--- config.mk ---
export PLATFORM = sky130hd
export DESIGN_NAME = stop_wait_packet_receiver_core
export DESIGN_NICKNAME = d
export VERILOG_FILES = /design/src/rtl/swpr_pkg.sv /design/src/rtl/swpr_front.sv /design/src/rtl/swpr_fifo.sv /design/src/rtl/swpr_back.sv /design/src/rtl/stop_wait_packet_receiver_core.sv
export SDC_FILE = /design/constraint.sdc
export NUM_CORES = 1
export LEC_CHECK = 0
export ABC_AREA = 1
export BUFFER_PORTS_ARGS = -buffer_cell sky130_fd_sc_hd__buf_2
export CAP_MARGIN = 0
export CORE_UTILIZATION = 60
export CTS_BUF_LIST = sky130_fd_sc_hd__clkbuf_4 sky130_fd_sc_hd__clkbuf_8
export DETAILED_ROUTE_END_ITERATION = 6
export PLACE_DENSITY = 0.78
export SYNTH_ARGS = -nofsm -noshare
export SYNTH_HDL_FRONTEND = slang
export SYNTH_SLANG_ARGS = --single-unit
--- constraint.sdc ---
create_clock -name clk -period 18.27 [get_ports clk]
set_input_delay 0 -clock clk [delete_from_list [all_inputs] [get_ports clk]]
set_output_delay 0 -clock clk [all_outputs]
set_load 0.02 [all_outputs]
--- src/rtl/swpr_pkg.sv ---
// ----------------------------------------------------------------------------
// swpr_pkg
// Shared types, constants and helpers of the stop-and-wait packet receiver.
// ----------------------------------------------------------------------------
package swpr_pkg;

	localparam int MAX_DATAGRAM_BYTES = 4096;
	localparam int HDR_BYTES = 8;
	localparam int POS_W = 17;
	localparam int PLEN_W = 12;
	localparam int QUEUE_DEPTH = 4;
	localparam int CFG_ADDR_W = 3;
	localparam int CFG_DATA_W = 32;

	localparam logic [POS_W-1:0] HDR_LEN = POS_W'(HDR_BYTES);
	localparam logic [POS_W-1:0] PAYLOAD_CAP = POS_W'(MAX_DATAGRAM_BYTES - HDR_BYTES);
	localparam logic [POS_W-1:0] POS_MAX = '1;

	localparam logic [15:0] LOCAL_PORT_RESET = 16'd6666;
	localparam logic [15:0] SUM_GOOD = 16'hFFFF;
	localparam logic [15:0] ACK_LENGTH = 16'h0003;
	localparam logic [7:0] ACK_CHAR_A = 8'h41;
	localparam logic [7:0] ACK_CHAR_C = 8'h43;
	localparam logic [7:0] ACK_CHAR_K = 8'h4B;

	localparam logic [1:0] KIND_PAYLOAD = 2'd0;
	localparam logic [1:0] KIND_VERDICT = 2'd1;
	localparam logic [1:0] KIND_ACK = 2'd2;

	localparam logic [CFG_ADDR_W-3:0] REG_LOCAL_PORT = '0;

	typedef struct packed {
		logic [7:0] in_byte;
		logic       in_last;
	} item_t;

	typedef struct packed {
		logic [1:0]        result_kind;
		logic [7:0]        out_byte;
		logic              accepted;
		logic [PLEN_W-1:0] payload_length;
		logic              out_last;
	} result_t;

	typedef struct packed {
		logic              has_payload;
		logic [7:0]        payload_byte;
		logic              has_verdict;
		logic              accepted;
		logic [PLEN_W-1:0] payload_length;
		logic [15:0]       ack_seq;
	} job_t;

	function automatic logic [15:0] ones_add(input logic [15:0] a, input logic [15:0] b);
		logic [16:0] s;
		s = {1'b0, a} + {1'b0, b};
		return s[15:0] + {15'd0, s[16]};
	endfunction

endpackage

--- src/rtl/swpr_front.sv ---
// ----------------------------------------------------------------------------
// swpr_front
// Parses the datagram header, keeps the running checksum and turns each
// accepted payload byte and each last word into a job for the output side.
// ----------------------------------------------------------------------------
module swpr_front (
	input  logic                clk,
	input  logic                arst_n,
	input  logic                item_valid,
	output logic                item_ready,
	input  swpr_pkg::item_t     item,
	input  logic                q_full,
	output logic                push,
	output swpr_pkg::job_t      job
);

	localparam logic [swpr_pkg::POS_W-1:0] POS_SEQ_HI = swpr_pkg::POS_W'(2);
	localparam logic [swpr_pkg::POS_W-1:0] POS_SEQ_LO = swpr_pkg::POS_W'(3);
	localparam logic [swpr_pkg::POS_W-1:0] POS_LEN_HI = swpr_pkg::POS_W'(4);
	localparam logic [swpr_pkg::POS_W-1:0] POS_LEN_LO = swpr_pkg::POS_W'(5);

	logic [swpr_pkg::POS_W-1:0] pos_q, pos_n;
	logic [15:0] sum_q, seq_q, len_q, exp_q;
	logic [7:0]  pend_q;
	logic        half_q;

	logic        fire, in_body, emit_payload, hdr_ok, full, fits, acc;
	logic [swpr_pkg::POS_W-1:0] body_end, kept, len_ext_n, kept_n;
	logic [15:0] seq_n, len_n, word, sum_add, ack_seq;
	logic [swpr_pkg::PLEN_W-1:0] plen;

	assign item_ready = !q_full;
	assign fire = item_valid && item_ready;

	always_comb begin
		body_end = {1'b0, len_q} + swpr_pkg::HDR_LEN;
		in_body = pos_q < body_end;
		kept = ({1'b0, len_q} < swpr_pkg::PAYLOAD_CAP) ? {1'b0, len_q} : swpr_pkg::PAYLOAD_CAP;
		emit_payload = (pos_q >= swpr_pkg::HDR_LEN) && (pos_q < kept + swpr_pkg::HDR_LEN);

		seq_n = seq_q;
		len_n = len_q;
		if (in_body) begin
			if (pos_q == POS_SEQ_HI) seq_n = {item.in_byte, 8'h00};
			if (pos_q == POS_SEQ_LO) seq_n = seq_q | {8'h00, item.in_byte};
			if (pos_q == POS_LEN_HI) len_n = {item.in_byte, 8'h00};
			if (pos_q == POS_LEN_LO) len_n = len_q | {8'h00, item.in_byte};
		end

		if (in_body) begin
			word = pos_q[0] ? {pend_q, item.in_byte} : {item.in_byte, 8'h00};
		end else begin
			word = half_q ? {pend_q, 8'h00} : 16'h0000;
		end
		sum_add = swpr_pkg::ones_add(sum_q, word);

		pos_n = (pos_q == swpr_pkg::POS_MAX) ? pos_q : pos_q + swpr_pkg::POS_W'(1);
		len_ext_n = {1'b0, len_n};
		hdr_ok = pos_n >= swpr_pkg::HDR_LEN;
		full = pos_n >= len_ext_n + swpr_pkg::HDR_LEN;
		fits = len_ext_n <= swpr_pkg::PAYLOAD_CAP;
		acc = hdr_ok && full && fits && (sum_add == swpr_pkg::SUM_GOOD) && (seq_n == exp_q);
		kept_n = (len_ext_n < swpr_pkg::PAYLOAD_CAP) ? len_ext_n : swpr_pkg::PAYLOAD_CAP;
		plen = hdr_ok ? kept_n[swpr_pkg::PLEN_W-1:0] : '0;
		ack_seq = acc ? seq_n : exp_q - 16'd1;

		push = fire && (emit_payload || item.in_last);
		job.has_payload = emit_payload;
		job.payload_byte = item.in_byte;
		job.has_verdict = item.in_last;
		job.accepted = acc;
		job.payload_length = plen;
		job.ack_seq = ack_seq;
	end

	always_ff @(posedge clk or negedge arst_n) begin
		if (!arst_n) begin
			pos_q <= '0;
			sum_q <= '0;
			pend_q <= '0;
			half_q <= 1'b0;
			seq_q <= '0;
			len_q <= '0;
			exp_q <= '0;
		end else if (fire) begin
			if (item.in_last) begin
				pos_q <= '0;
				sum_q <= '0;
				pend_q <= '0;
				half_q <= 1'b0;
				seq_q <= '0;
				len_q <= '0;
				if (acc) exp_q <= exp_q + 16'd1;
			end else begin
				pos_q <= pos_n;
				seq_q <= seq_n;
				len_q <= len_n;
				if (in_body) begin
					if (pos_q[0]) begin
						sum_q <= sum_add;
						half_q <= 1'b0;
					end else begin
						pend_q <= item.in_byte;
						half_q <= 1'b1;
					end
				end
			end
		end
	end

endmodule

--- src/rtl/swpr_fifo.sv ---
// ----------------------------------------------------------------------------
// swpr_fifo
// Short job queue that decouples header parsing from result generation.
// ----------------------------------------------------------------------------
module swpr_fifo (
	input  logic            clk,
	input  logic            arst_n,
	input  logic            push,
	input  swpr_pkg::job_t  push_job,
	output logic            full,
	input  logic            pop,
	output logic            head_valid,
	output swpr_pkg::job_t  head_job
);

	localparam int PTR_W = $clog2(swpr_pkg::QUEUE_DEPTH);
	localparam int CNT_W = $clog2(swpr_pkg::QUEUE_DEPTH + 1);

	swpr_pkg::job_t mem_q [swpr_pkg::QUEUE_DEPTH];
	logic [PTR_W-1:0] wr_ptr_q, rd_ptr_q;
	logic [CNT_W-1:0] count_q;
	logic do_push, do_pop;

	assign full = count_q == CNT_W'(swpr_pkg::QUEUE_DEPTH);
	assign head_valid = count_q != '0;
	assign head_job = mem_q[rd_ptr_q];
	assign do_push = push && !full;
	assign do_pop = pop && head_valid;

	always_ff @(posedge clk) begin
		if (do_push) mem_q[wr_ptr_q] <= push_job;
	end

	always_ff @(posedge clk or negedge arst_n) begin
		if (!arst_n) begin
			wr_ptr_q <= '0;
			rd_ptr_q <= '0;
			count_q <= '0;
		end else begin
			if (do_push) wr_ptr_q <= wr_ptr_q + PTR_W'(1);
			if (do_pop) rd_ptr_q <= rd_ptr_q + PTR_W'(1);
			if (do_push && !do_pop) count_q <= count_q + CNT_W'(1);
			else if (do_pop && !do_push) count_q <= count_q - CNT_W'(1);
		end
	end

endmodule

--- src/rtl/swpr_back.sv ---
// ----------------------------------------------------------------------------
// swpr_back
// Expands each job into its payload word, if it has one, and for a last word
// its verdict and ACK packet words, and holds them in the output register.
// ----------------------------------------------------------------------------
module swpr_back (
	input  logic              clk,
	input  logic              arst_n,
	input  logic [15:0]       local_port,
	input  logic              head_valid,
	input  swpr_pkg::job_t    head_job,
	output logic              pop,
	output logic              result_valid,
	input  logic              result_ready,
	output swpr_pkg::result_t result
);

	localparam logic [3:0] PH_PAYLOAD = 4'd0;
	localparam logic [3:0] PH_VERDICT = 4'd1;
	localparam logic [3:0] PH_ACK_FIRST = 4'd2;
	localparam logic [3:0] PH_ACK_LAST = 4'd12;

	swpr_pkg::job_t    cur_q;
	logic              cur_valid_q;
	logic [3:0]        phase_q;
	swpr_pkg::result_t res_q;
	logic              res_valid_q;

	logic              adv, done;
	logic [3:0]        ack_idx;
	logic [17:0]       cs_raw;
	logic [16:0]       cs_fold1;
	logic [15:0]       cs_fold2, cs;
	swpr_pkg::result_t res_n;

	assign adv = cur_valid_q && (!res_valid_q || result_ready);
	assign done = adv && ((phase_q == PH_PAYLOAD) ? !cur_q.has_verdict : (phase_q == PH_ACK_LAST));
	assign pop = head_valid && (!cur_valid_q || done);
	assign result_valid = res_valid_q;
	assign result = res_q;

	always_comb begin
		cs_raw = {2'b00, local_port} + {2'b00, cur_q.ack_seq}
			+ {2'b00, swpr_pkg::ACK_LENGTH}
			+ {2'b00, swpr_pkg::ACK_CHAR_A, swpr_pkg::ACK_CHAR_C}
			+ {2'b00, swpr_pkg::ACK_CHAR_K, 8'h00};
		cs_fold1 = {1'b0, cs_raw[15:0]} + {15'd0, cs_raw[17:16]};
		cs_fold2 = cs_fold1[15:0] + {15'd0, cs_fold1[16]};
		cs = ~cs_fold2;

		ack_idx = phase_q - PH_ACK_FIRST;
		res_n = '0;
		if (phase_q == PH_PAYLOAD) begin
			res_n.result_kind = swpr_pkg::KIND_PAYLOAD;
			res_n.out_byte = cur_q.payload_byte;
		end else if (phase_q == PH_VERDICT) begin
			res_n.result_kind = swpr_pkg::KIND_VERDICT;
			res_n.accepted = cur_q.accepted;
			res_n.payload_length = cur_q.payload_length;
		end else begin
			res_n.result_kind = swpr_pkg::KIND_ACK;
			res_n.out_last = phase_q == PH_ACK_LAST;
			case (ack_idx)
				4'd0:    res_n.out_byte = local_port[15:8];
				4'd1:    res_n.out_byte = local_port[7:0];
				4'd2:    res_n.out_byte = cur_q.ack_seq[15:8];
				4'd3:    res_n.out_byte = cur_q.ack_seq[7:0];
				4'd4:    res_n.out_byte = swpr_pkg::ACK_LENGTH[15:8];
				4'd5:    res_n.out_byte = swpr_pkg::ACK_LENGTH[7:0];
				4'd6:    res_n.out_byte = cs[15:8];
				4'd7:    res_n.out_byte = cs[7:0];
				4'd8:    res_n.out_byte = swpr_pkg::ACK_CHAR_A;
				4'd9:    res_n.out_byte = swpr_pkg::ACK_CHAR_C;
				4'd10:   res_n.out_byte = swpr_pkg::ACK_CHAR_K;
				default: res_n.out_byte = 8'h00;
			endcase
		end
	end

	always_ff @(posedge clk) begin
		if (pop) cur_q <= head_job;
		if (adv) res_q <= res_n;
	end

	always_ff @(posedge clk or negedge arst_n) begin
		if (!arst_n) begin
			cur_valid_q <= 1'b0;
			phase_q <= PH_PAYLOAD;
			res_valid_q <= 1'b0;
		end else begin
			if (pop) begin
				cur_valid_q <= 1'b1;
				phase_q <= head_job.has_payload ? PH_PAYLOAD : PH_VERDICT;
			end else if (done) begin
				cur_valid_q <= 1'b0;
			end else if (adv) begin
				phase_q <= (phase_q == PH_PAYLOAD) ? PH_VERDICT : phase_q + 4'd1;
			end

			if (adv) res_valid_q <= 1'b1;
			else if (result_ready) res_valid_q <= 1'b0;
		end
	end

endmodule

--- src/rtl/stop_wait_packet_receiver_core.sv ---
// ----------------------------------------------------------------------------
// stop_wait_packet_receiver_core
// Stop-and-wait receiver: checks incoming datagrams and answers with ACKs.
// ----------------------------------------------------------------------------
// Datagram words enter on the item channel, one byte each, the last flagged.
// Results leave on the result channel: payload bytes marked tentative, then
// one verdict word at the end of each datagram, then the 11 words of the ACK.
// The input side takes one word per cycle while the four-entry job queue has
// room. A payload word passes the job queue, the current-job register and
// the output register. The last word of a datagram expands into 12 result
// words, or 13 when it is also a payload byte, so the result port, at one
// word per cycle unless stalled, sets the rate while an ACK drains: the
// queue then fills and the input side stalls until it has room again.
// A stall on the result side holds the output register and lets the queue
// fill before the input side stalls. Reset clears the expected sequence
// number, the header parser, the queue and the output valid flag, and sets the
// local port to 6666. The local port is written through the APB port at
// byte address 0; it is read back from the same address.
// ----------------------------------------------------------------------------
module stop_wait_packet_receiver_core (
	input  logic                                clk,
	input  logic                                arst_n,
	input  logic                                item_valid,
	output logic                                item_ready,
	input  swpr_pkg::item_t                     item,
	output logic                                result_valid,
	input  logic                                result_ready,
	output swpr_pkg::result_t                   result,
	input  logic                                psel,
	input  logic                                penable,
	input  logic                                pwrite,
	input  logic [swpr_pkg::CFG_ADDR_W-1:0]     paddr,
	input  logic [swpr_pkg::CFG_DATA_W-1:0]     pwdata,
	output logic [swpr_pkg::CFG_DATA_W-1:0]     prdata,
	output logic                                pready
);

	logic [15:0]    local_port_q;
	logic           q_full, push, pop, head_valid;
	swpr_pkg::job_t push_job, head_job;
	logic           reg_hit;

	assign pready = 1'b1;
	assign reg_hit = paddr[swpr_pkg::CFG_ADDR_W-1:2] == swpr_pkg::REG_LOCAL_PORT;
	assign prdata = reg_hit ? {16'h0000, local_port_q} : '0;

	always_ff @(posedge clk or negedge arst_n) begin
		if (!arst_n) begin
			local_port_q <= swpr_pkg::LOCAL_PORT_RESET;
		end else if (psel && penable && pwrite && pready && reg_hit) begin
			local_port_q <= pwdata[15:0];
		end
	end

	swpr_front u_front (
		.clk        (clk),
		.arst_n     (arst_n),
		.item_valid (item_valid),
		.item_ready (item_ready),
		.item       (item),
		.q_full     (q_full),
		.push       (push),
		.job        (push_job)
	);

	swpr_fifo u_fifo (
		.clk        (clk),
		.arst_n     (arst_n),
		.push       (push),
		.push_job   (push_job),
		.full       (q_full),
		.pop        (pop),
		.head_valid (head_valid),
		.head_job   (head_job)
	);

	swpr_back u_back (
		.clk          (clk),
		.arst_n       (arst_n),
		.local_port   (local_port_q),
		.head_valid   (head_valid),
		.head_job     (head_job),
		.pop          (pop),
		.result_valid (result_valid),
		.result_ready (result_ready),
		.result       (result)
	);

endmodule

==> metrics.md, run 1 <==
| Metric | Value |
|---|---|
| Clock Skew | 0.0569 ns |
| Clk sink count | between 300 and 400 |
| Routed vias/inst | between 5 and 6 |
| Reg2Reg Setup Slack | 9.25 ns |
| Busiest layer in global routing | met2 |
| Final Hold Fails | 0 |
| Slew Limit Fails | 0 |
| GRT Total Usage | between 30% and 40% |
| Worst path max stage delay | ~0.61 ns |
| Slowest-stage cell, CP | nor4_1 |
| Yosys cell types | between 60 and 70 |
| Most common cell in the synthesized netlist | nand2_1 |
| Yosys warnings | 0 |
| FMAX | between 100 and 150 MHz |
| List of most frequent post-synthesis cells | 542 x nand2_1, 315 x inv_1, 303 x nor2_1, 218 x edfxtp_1, 170 x o21ai_0 |
| Via count | 18415 |
| Post-DRT Antenna Nets | 0 |
| Hold Path Stages | 4 |
| Clk slew on worst S/H paths | about 0.070 ns |
| # H-tree levels | 2 |
| Syn Inst Count | 2582 |
| R2R cell count | 43 |
| Final cell count without fillers | between 3000 and 4000 |
| Worst vdd ir | 0.000199 V |
| Post-synth EDFFs | 218 |
| Core ar. | around 0.035 mm^2 |
| Final setup fails | 0 |
| CP Buf/Inv Count | 6 |
| DRC Markers | 0 |
| Area share of the largest cell type after synthesis | between 30% and 40% |
| Final WL | roughly 59000 um |
| Die H | roughly 190 um |
| CTS tree | done |
| Placed insts | 3058 |
| Min-Delay Startpoint | pwdata[4] |
| Per-cell routed wire length | between 15 and 20 um |
| Total power | between 3 and 4 mW |
| Routability cong. | slightly above 1 |
| Slew headroom | between 20% and 30% |
| Chip Width | roughly 190 um |
| Die area | between 0.03 and 0.04 mm^2 |
| Crit Path Class | flip-flop to flip-flop |
| Run status | finished clean |
| Fill cells | 2858 |
| Ports | 110 |
| Initial antenna violation count | 1 |
| Worst EP required | around 19 ns |
| Pin count of the biggest net entering global routing | 82 |
| Register area share after synthesis | ~45% |
| Worst Setup End Kind | flip-flop |
| Post-synth top area cell | edfxtp_1 |
| Leakage | ~10 nW |
| Top cells by area, synth | edfxtp_1 31%, dfrtp_1 13%, nand2_1 9.6% |
| Pre-antenna DRT Iters | 5 |
| Nets@finish | around 2900 |
| #FFs+latches synth | about 340 |
| CTS max path bufs | 3 |
| Hold Slack | approximately 0.11 ns |
| Tcrit/Tclk final | around 49% |
| GR Util met1 | a little over two fifths |
| Async SR Flop Fraction | between 30% and 40% |
| Met3 usage | roughly 4.6% |
| Avg Inst Size Synth | between 8 and 9 um^2 |
| Syn Std Cell Area | between 0.02 and 0.025 mm^2 |
| Worst hold-check path type | input port to flip-flop |
| Initial DRC Count | between 1000 and 1500 |
| Critical path arrival | roughly 9.4 ns |
| Fin crit period | 9.02 ns |
| Core Util, Final | approximately 68% |
| Row cnt | 68 |
| Setup TNS | 0 ns |
| Crit-path max FO | 30 |
| Vias in the first global route | about 18000 |
| Post-synth top flop | edfxtp_1 |
| Total gr overflow | 0 |
| Pwr dens | 171 mW/mm^2 |
| WHS Endpoint | local_port_q[4] |
| Root Buffer | clkbuf_8 |
| Worst-skew pair later-pin latency | slightly below 0.7 ns |
| Dpl hpwl | about 43000 um |
| Area delta synth->final | 10.4% |
| # port buffers | 74 |
| Max-cap violations | 0 |
| N_diodes | 0 |
| Layout cell share with drive strength beyond 1 | about a tenth |
| Worst r2r dst | u_fifo.mem_q[1][6] |
| CP top delay family | simple AND/OR/NAND/NOR gates |
| Starting Density | a little over 60% |
| Slew @ Worst Pin | 1.18 ns |
| RSZ-0062 raised after global routing | false |
| Critical R2R Launch | u_front.len_q[8] |
| TritonCTS Buffers | between 50 and 60 |
| Resized cells post-CTS | 0 |
| Global Route met2 Usage | 56.5% |
| Startpoint Class | flip-flop |
| First-pass GRT wire length | around 93000 um |
## sequential cells by signal (all words and copies together) (netlist names), 17 cells and up
name	flops
u_fifo.mem_q	156
u_back.result	24
u_front.pos_q	17
u_back.cur_q	38
## worst max path at each step
| stage | startpoint | slack [ns] | cells past startpoint | end |
|---|---|---|---|---|
| after global routing | u_front.len_q[8] | 8.64 | 43 | u_fifo.mem_q[0][12] |
| final | u_front.len_q[8] | 9.25 | 43 | u_fifo.mem_q[1][6] |
| after CTS | u_front.len_q[8] | 9.50 | 43 | u_fifo.mem_q[0][12] |
| after global placement | u_front.len_q[8] | 9.70 | 43 | u_fifo.mem_q[2][13] |
| after floorplan | u_front.len_q[8] | 11.58 | 46 | u_fifo.mem_q[0][10] |
| after detailed placement | u_front.len_q[8] | 9.55 | 43 | u_fifo.mem_q[3][12] |
## where the power goes
group,switching [mW],internal [mW]
combinational,1.51,0.663
sequential,0.0949,1.01
clock,0.327,0.387
total,1.93,2.06
## per-layer routing
metal	vias to the layer above	wire length (um)
li1	8917	-
met1	8677	24100
met2	691	28600
met3	128	3880
met4	2	2580
met5	-	11
## through the flow
| stage | setup slack [ns] | cell area (um^2) |
|---|---|---|
| after detailed placement | 9.55 | 21900 |
| after global placement | 9.70 | 21900 |
| after CTS | 9.50 | 23400 |
| final | 9.25 | 23400 |
| after floorplan | 11.58 | 21300 |
| after global routing | 8.64 | 23400 |
## worst min-delay path, stage by stage
cell	delay (ns)
dlygate4sd3_1	0.52
buf_2	0.10
nor2_1	0.03
a21oi_1	0.10
## timing repair
item	4_1_cts	5_1_grt
hold buffers	29	0
setup buffers	0	0
hold endpoints to repair	134	0
## cell families (layout without fill, tap and decap cells)
family | after synthesis | count (layout) | share of synthesized area (%)
buffers and inverters | 419 | 556 | 8.10
AND/OR/NAND/NOR | 1170 | 1170 | 24.1
adder cells (fa/ha/maj) | 113 | 113 | 6.81
other | 2 | 21 | 0.0354
flip-flops | 337 | 337 | 45.0
XOR/XNOR | 89 | 89 | 3.98
AO/OA/AOI/OAI | 451 | 451 | 11.9
multiplexers | 1 | 1 | 0.0531
## layout make-up
| type | count | area, um^2 | area share (%) |
|---|---|---|---|
| Sequential cell | 337 | 9530 | 40.7 |
| Clock inverter | 29 | 248 | 1.06 |
| Inverter | 333 | 1250 | 5.34 |
| Tap cell | 455 | 569 | 2.43 |
| Clock buffer | 77 | 953 | 4.08 |
| Timing Repair Buffer | 117 | 786 | 3.36 |
| Multi-Input combinational cell | 1845 | 10100 | 43.0 |
## placed cells by master, fill, tap and decap left out, types with 54 or more instances in the layout
cell,instances
inv_1,314
nand2_1,542
edfxtp_1,218
clkbuf_8,60
nand3_1,136
buf_2,73
a21oi_1,102
o22ai_1,92
nor3_1,54
nor2_1,298
xor2_1,69
ha_1,109
o21ai_0,170
dfrtp_1,113
Note: power is estimated with default switching activity, not from simulation.
==> run 2, diff against run 1 <==
==> constraint.sdc (replaced) <==
create_clock -name clk -period 9.3 [get_ports clk]
set_input_delay 0 -clock clk [delete_from_list [all_inputs] [get_ports clk]]
set_output_delay 0 -clock clk [all_outputs]
set_load 0.02 [all_outputs]
==> metrics.md, run 2 (synthesized netlist as in run 1, its figures left out) <==
| Metric | Value |
|---|---|
| Ports | 110 (unchanged) |
| Final Hold Fails | 0 (unchanged) |
| Slew headroom | 23.0% (+2.1 points) |
| Top reg by flops | u_fifo.mem_q |
| Core Util, Final | 67.8% (+0.26 points) |
| Worst-skew pair later-pin latency | 0.67 ns (-0.02 ns) |
| Net Sw Frac | 47.9% (-0.60 points) |
| Pwr dens | 340 mW/mm^2 (+99%) |
| Clock Skew | 0.0292 ns (-0.0277 ns) |
| Initial antenna violation count | 0 (-1) |
| Routability cong. | 0.992 (-3.4%) |
| Power share of the clock group | 19.1% (+1.2 points) |
| Startpoint Class | flip-flop |
| Crit Path Class | flip-flop to flip-flop |
| Worst vdd ir | 0.000291 V (+46%) |
| FF/Latch Area | 0.00953 mm^2 (unchanged) |
| Max-cap violations | 0 (unchanged) |
| Final setup fails | 0 (unchanged) |
| CTS max path bufs | 3 (unchanged) |
| Core ar. | 0.0346 mm^2 (unchanged) |
| Switching component of the power | 3.82 mW (+98%) |
| Worst path max stage delay | 0.50 ns (-0.11 ns) |
| Via count | 18413 (-0.011%) |
| Tcrit/Tclk final | 85.2% (+36 points) |
| Combinational Power Share | 53.8% (-0.7 points) |
| Vias in the first global route | 17782 (-0.017%) |
| Worst Setup End Kind | flip-flop |
| Per-cell routed wire length | 18.5 um (about the same) |
| Largest register FFs | 156 (unchanged) |
| Starting Density | 61.2% (unchanged) |
| DRC Markers | 0 (unchanged) |
| Crit-path max FO | 30 (unchanged) |
| Slew Limit Fails | 0 (unchanged) |
| Critical path arrival | 8.35 ns (-1.04 ns) |
| Total gr overflow | 0 (unchanged) |
| Slowest-stage cell, CP | nor4_1 |
| Routed vias/inst | 5.77 (about the same) |
| Cell Int Power | 4.16 mW (+100%) |
| # H-tree levels | 2 (unchanged) |
| First-pass GRT wire length | 92900 um (about the same) |
| Fill cells | 2839 (-0.66%) |
| Pin count of the biggest net entering global routing | 82 (unchanged) |
| Final WL | 59100 um (about the same) |
| Area delta synth->final | 10.8% |
| Clk sink count | 337 (unchanged) |
| Layout cell share with drive strength beyond 1 | 10.3% (+0.19 points) |
| Chip Width | 190 um (unchanged) |
| Clk slew on worst S/H paths | 0.07 ns (about the same) |
| Most frequent cells in the layout | 542 x nand2_1, 314 x inv_1, 298 x nor2_1 |
| Fin crit period | 7.92 ns (-1.09 ns) |
| N_diodes | 0 (unchanged) |
| # port buffers | 74 (unchanged) |
| Die H | 190 um (unchanged) |
| Leakage | 10.5 nW (+0.47%) |
| Resized cells post-CTS | 0 (unchanged) |
| Post-DRT Antenna Nets | 0 (unchanged) |
| Root Buffer | clkbuf_8 |
| Initial DRC Count | 1297 (-7.6%) |
| Dpl hpwl | 43200 um (+0.53%) |
| Worst EP required | 9.73 ns (-8.92 ns) |
| Seq pwr share | 27.1% (-0.5 points) |
| Row cnt | 68 (unchanged) |
| TritonCTS Buffers | 55 (-5.2%) |
| GRT Total Usage | 33.1% (-0.15 points) |
| RSZ-0062 raised after global routing | false |
| Run status | finished clean |
| Nets@finish | 2854 (-0.070%) |
| Die area | 0.0361 mm^2 (unchanged) |
| Worst hold-check path type | input port to asynchronous set/reset pin |
| Most common cell after layout, fill and taps aside | nand2_1 |
| Setup TNS | 0 ns (unchanged) |
| Area of the multi-input gates | 0.0101 mm^2 (unchanged) |
| FMAX | 126 MHz (+14%) |
| CTS tree | done |
| Pre-antenna DRT Iters | 6 (+1) |
| Slew @ Worst Pin | 1.15 ns (-0.0312 ns) |
-- run 2: cell count changes in the layout (fill, tap and decap cells not counted), sizes merged --
| cell | previous run | this run |
|---|---|---|
| dlygate4sd3 | 28 | 27 |
| clkbuf | 77 | 83 |
| inv | 331 | 330 |
| buf | 89 | 91 |
| clkinvlp | 3 | 2 |
| bufinv | 3 | 6 |
| clkinv | 25 | 15 |
-- run 2: final timing paths --
path | endpoint | start | depth (start not counted) | slack (ns)
max | u_fifo.mem_q[2][13] | u_front.len_q[6] | 41 | 1.38
min | u_front.pos_q[8] | arst_n | 2 | 0.04
max reg2reg | u_fifo.mem_q[2][13] | u_front.len_q[6] | 41 | 1.38
min reg2reg | u_front.seq_q[8] | u_front.seq_q[8] | 2 | 0.49
max in group asynchronous | u_fifo.rd_ptr_q[0] | arst_n | 3 | 7.89
min in group clk | local_port_q[12] | pwdata[12] | 4 | 0.12
-- run 2: final cells by class --
class,count,area share (%)
flip-flops and latches,337,40.6
well taps,455,2.42
clock inverters,20,1.20
clock buffers,83,4.36
multi-input cells,1845,42.8
inverters,333,5.32
repair buffers,118,3.28
-- run 2: timing repair --
item / CTS / global route
hold buffers: 27 / 0
hold endpoints to repair: 153 / 0
setup buffers: 0 / 0
-- run 2: routing by layer --
metal / up-vias / global-route usage [%] / part of all wire [%]
met1: 8648 / 41.3 / 41
li1: 8906 / - / -
met2: 687 / 56.6 / 49
met5: - / 0 / 0
met4: 0 / 17.2 / 5.1
met3: 172 / 4.06 / 5.9
-- run 2: critical path: cells and delay by family (launching register included) --
family                   cells  cell delay, ns
flip-flops                   1            0.47
adder cells (fa/ha/maj)      4            1.13
AND/OR/NAND/NOR             26            4.35
buffers and inverters        5            0.65
AO/OA/AOI/OAI                6            1.06
-- run 2: metrics by stage --
step | cells | setup slack [ns] | area [um^2] | power [mW] | hold slack [ns]
floorplan | 2601 | 2.61 | 21300 | 5.26 | -0.296
global placement | 3061 | 1.71 | 21900 | 6.28 | 0.204
detailed placement | 3061 | 1.47 | 21900 | 6.40 | 0.216
CTS | 3191 | 1.42 | 23500 | 7.95 | 0.0342
global route | 3191 | 0.617 | 23500 | 8.57 | 0.104
finish | 3191 | 1.38 | 23500 | 7.99 | 0.0350
-- run 2: power by group through the flow --
stage / clock network (mW) / logic (mW) / registers [mW]
global placement: 0 / 4.11 / 2.17
finish: 1.53 / 4.29 / 2.17
floorplan: 0 / 3.07 / 2.19
CTS: 1.55 / 4.24 / 2.16
detailed placement: 0 / 4.21 / 2.19
global route: 1.60 / 4.78 / 2.19
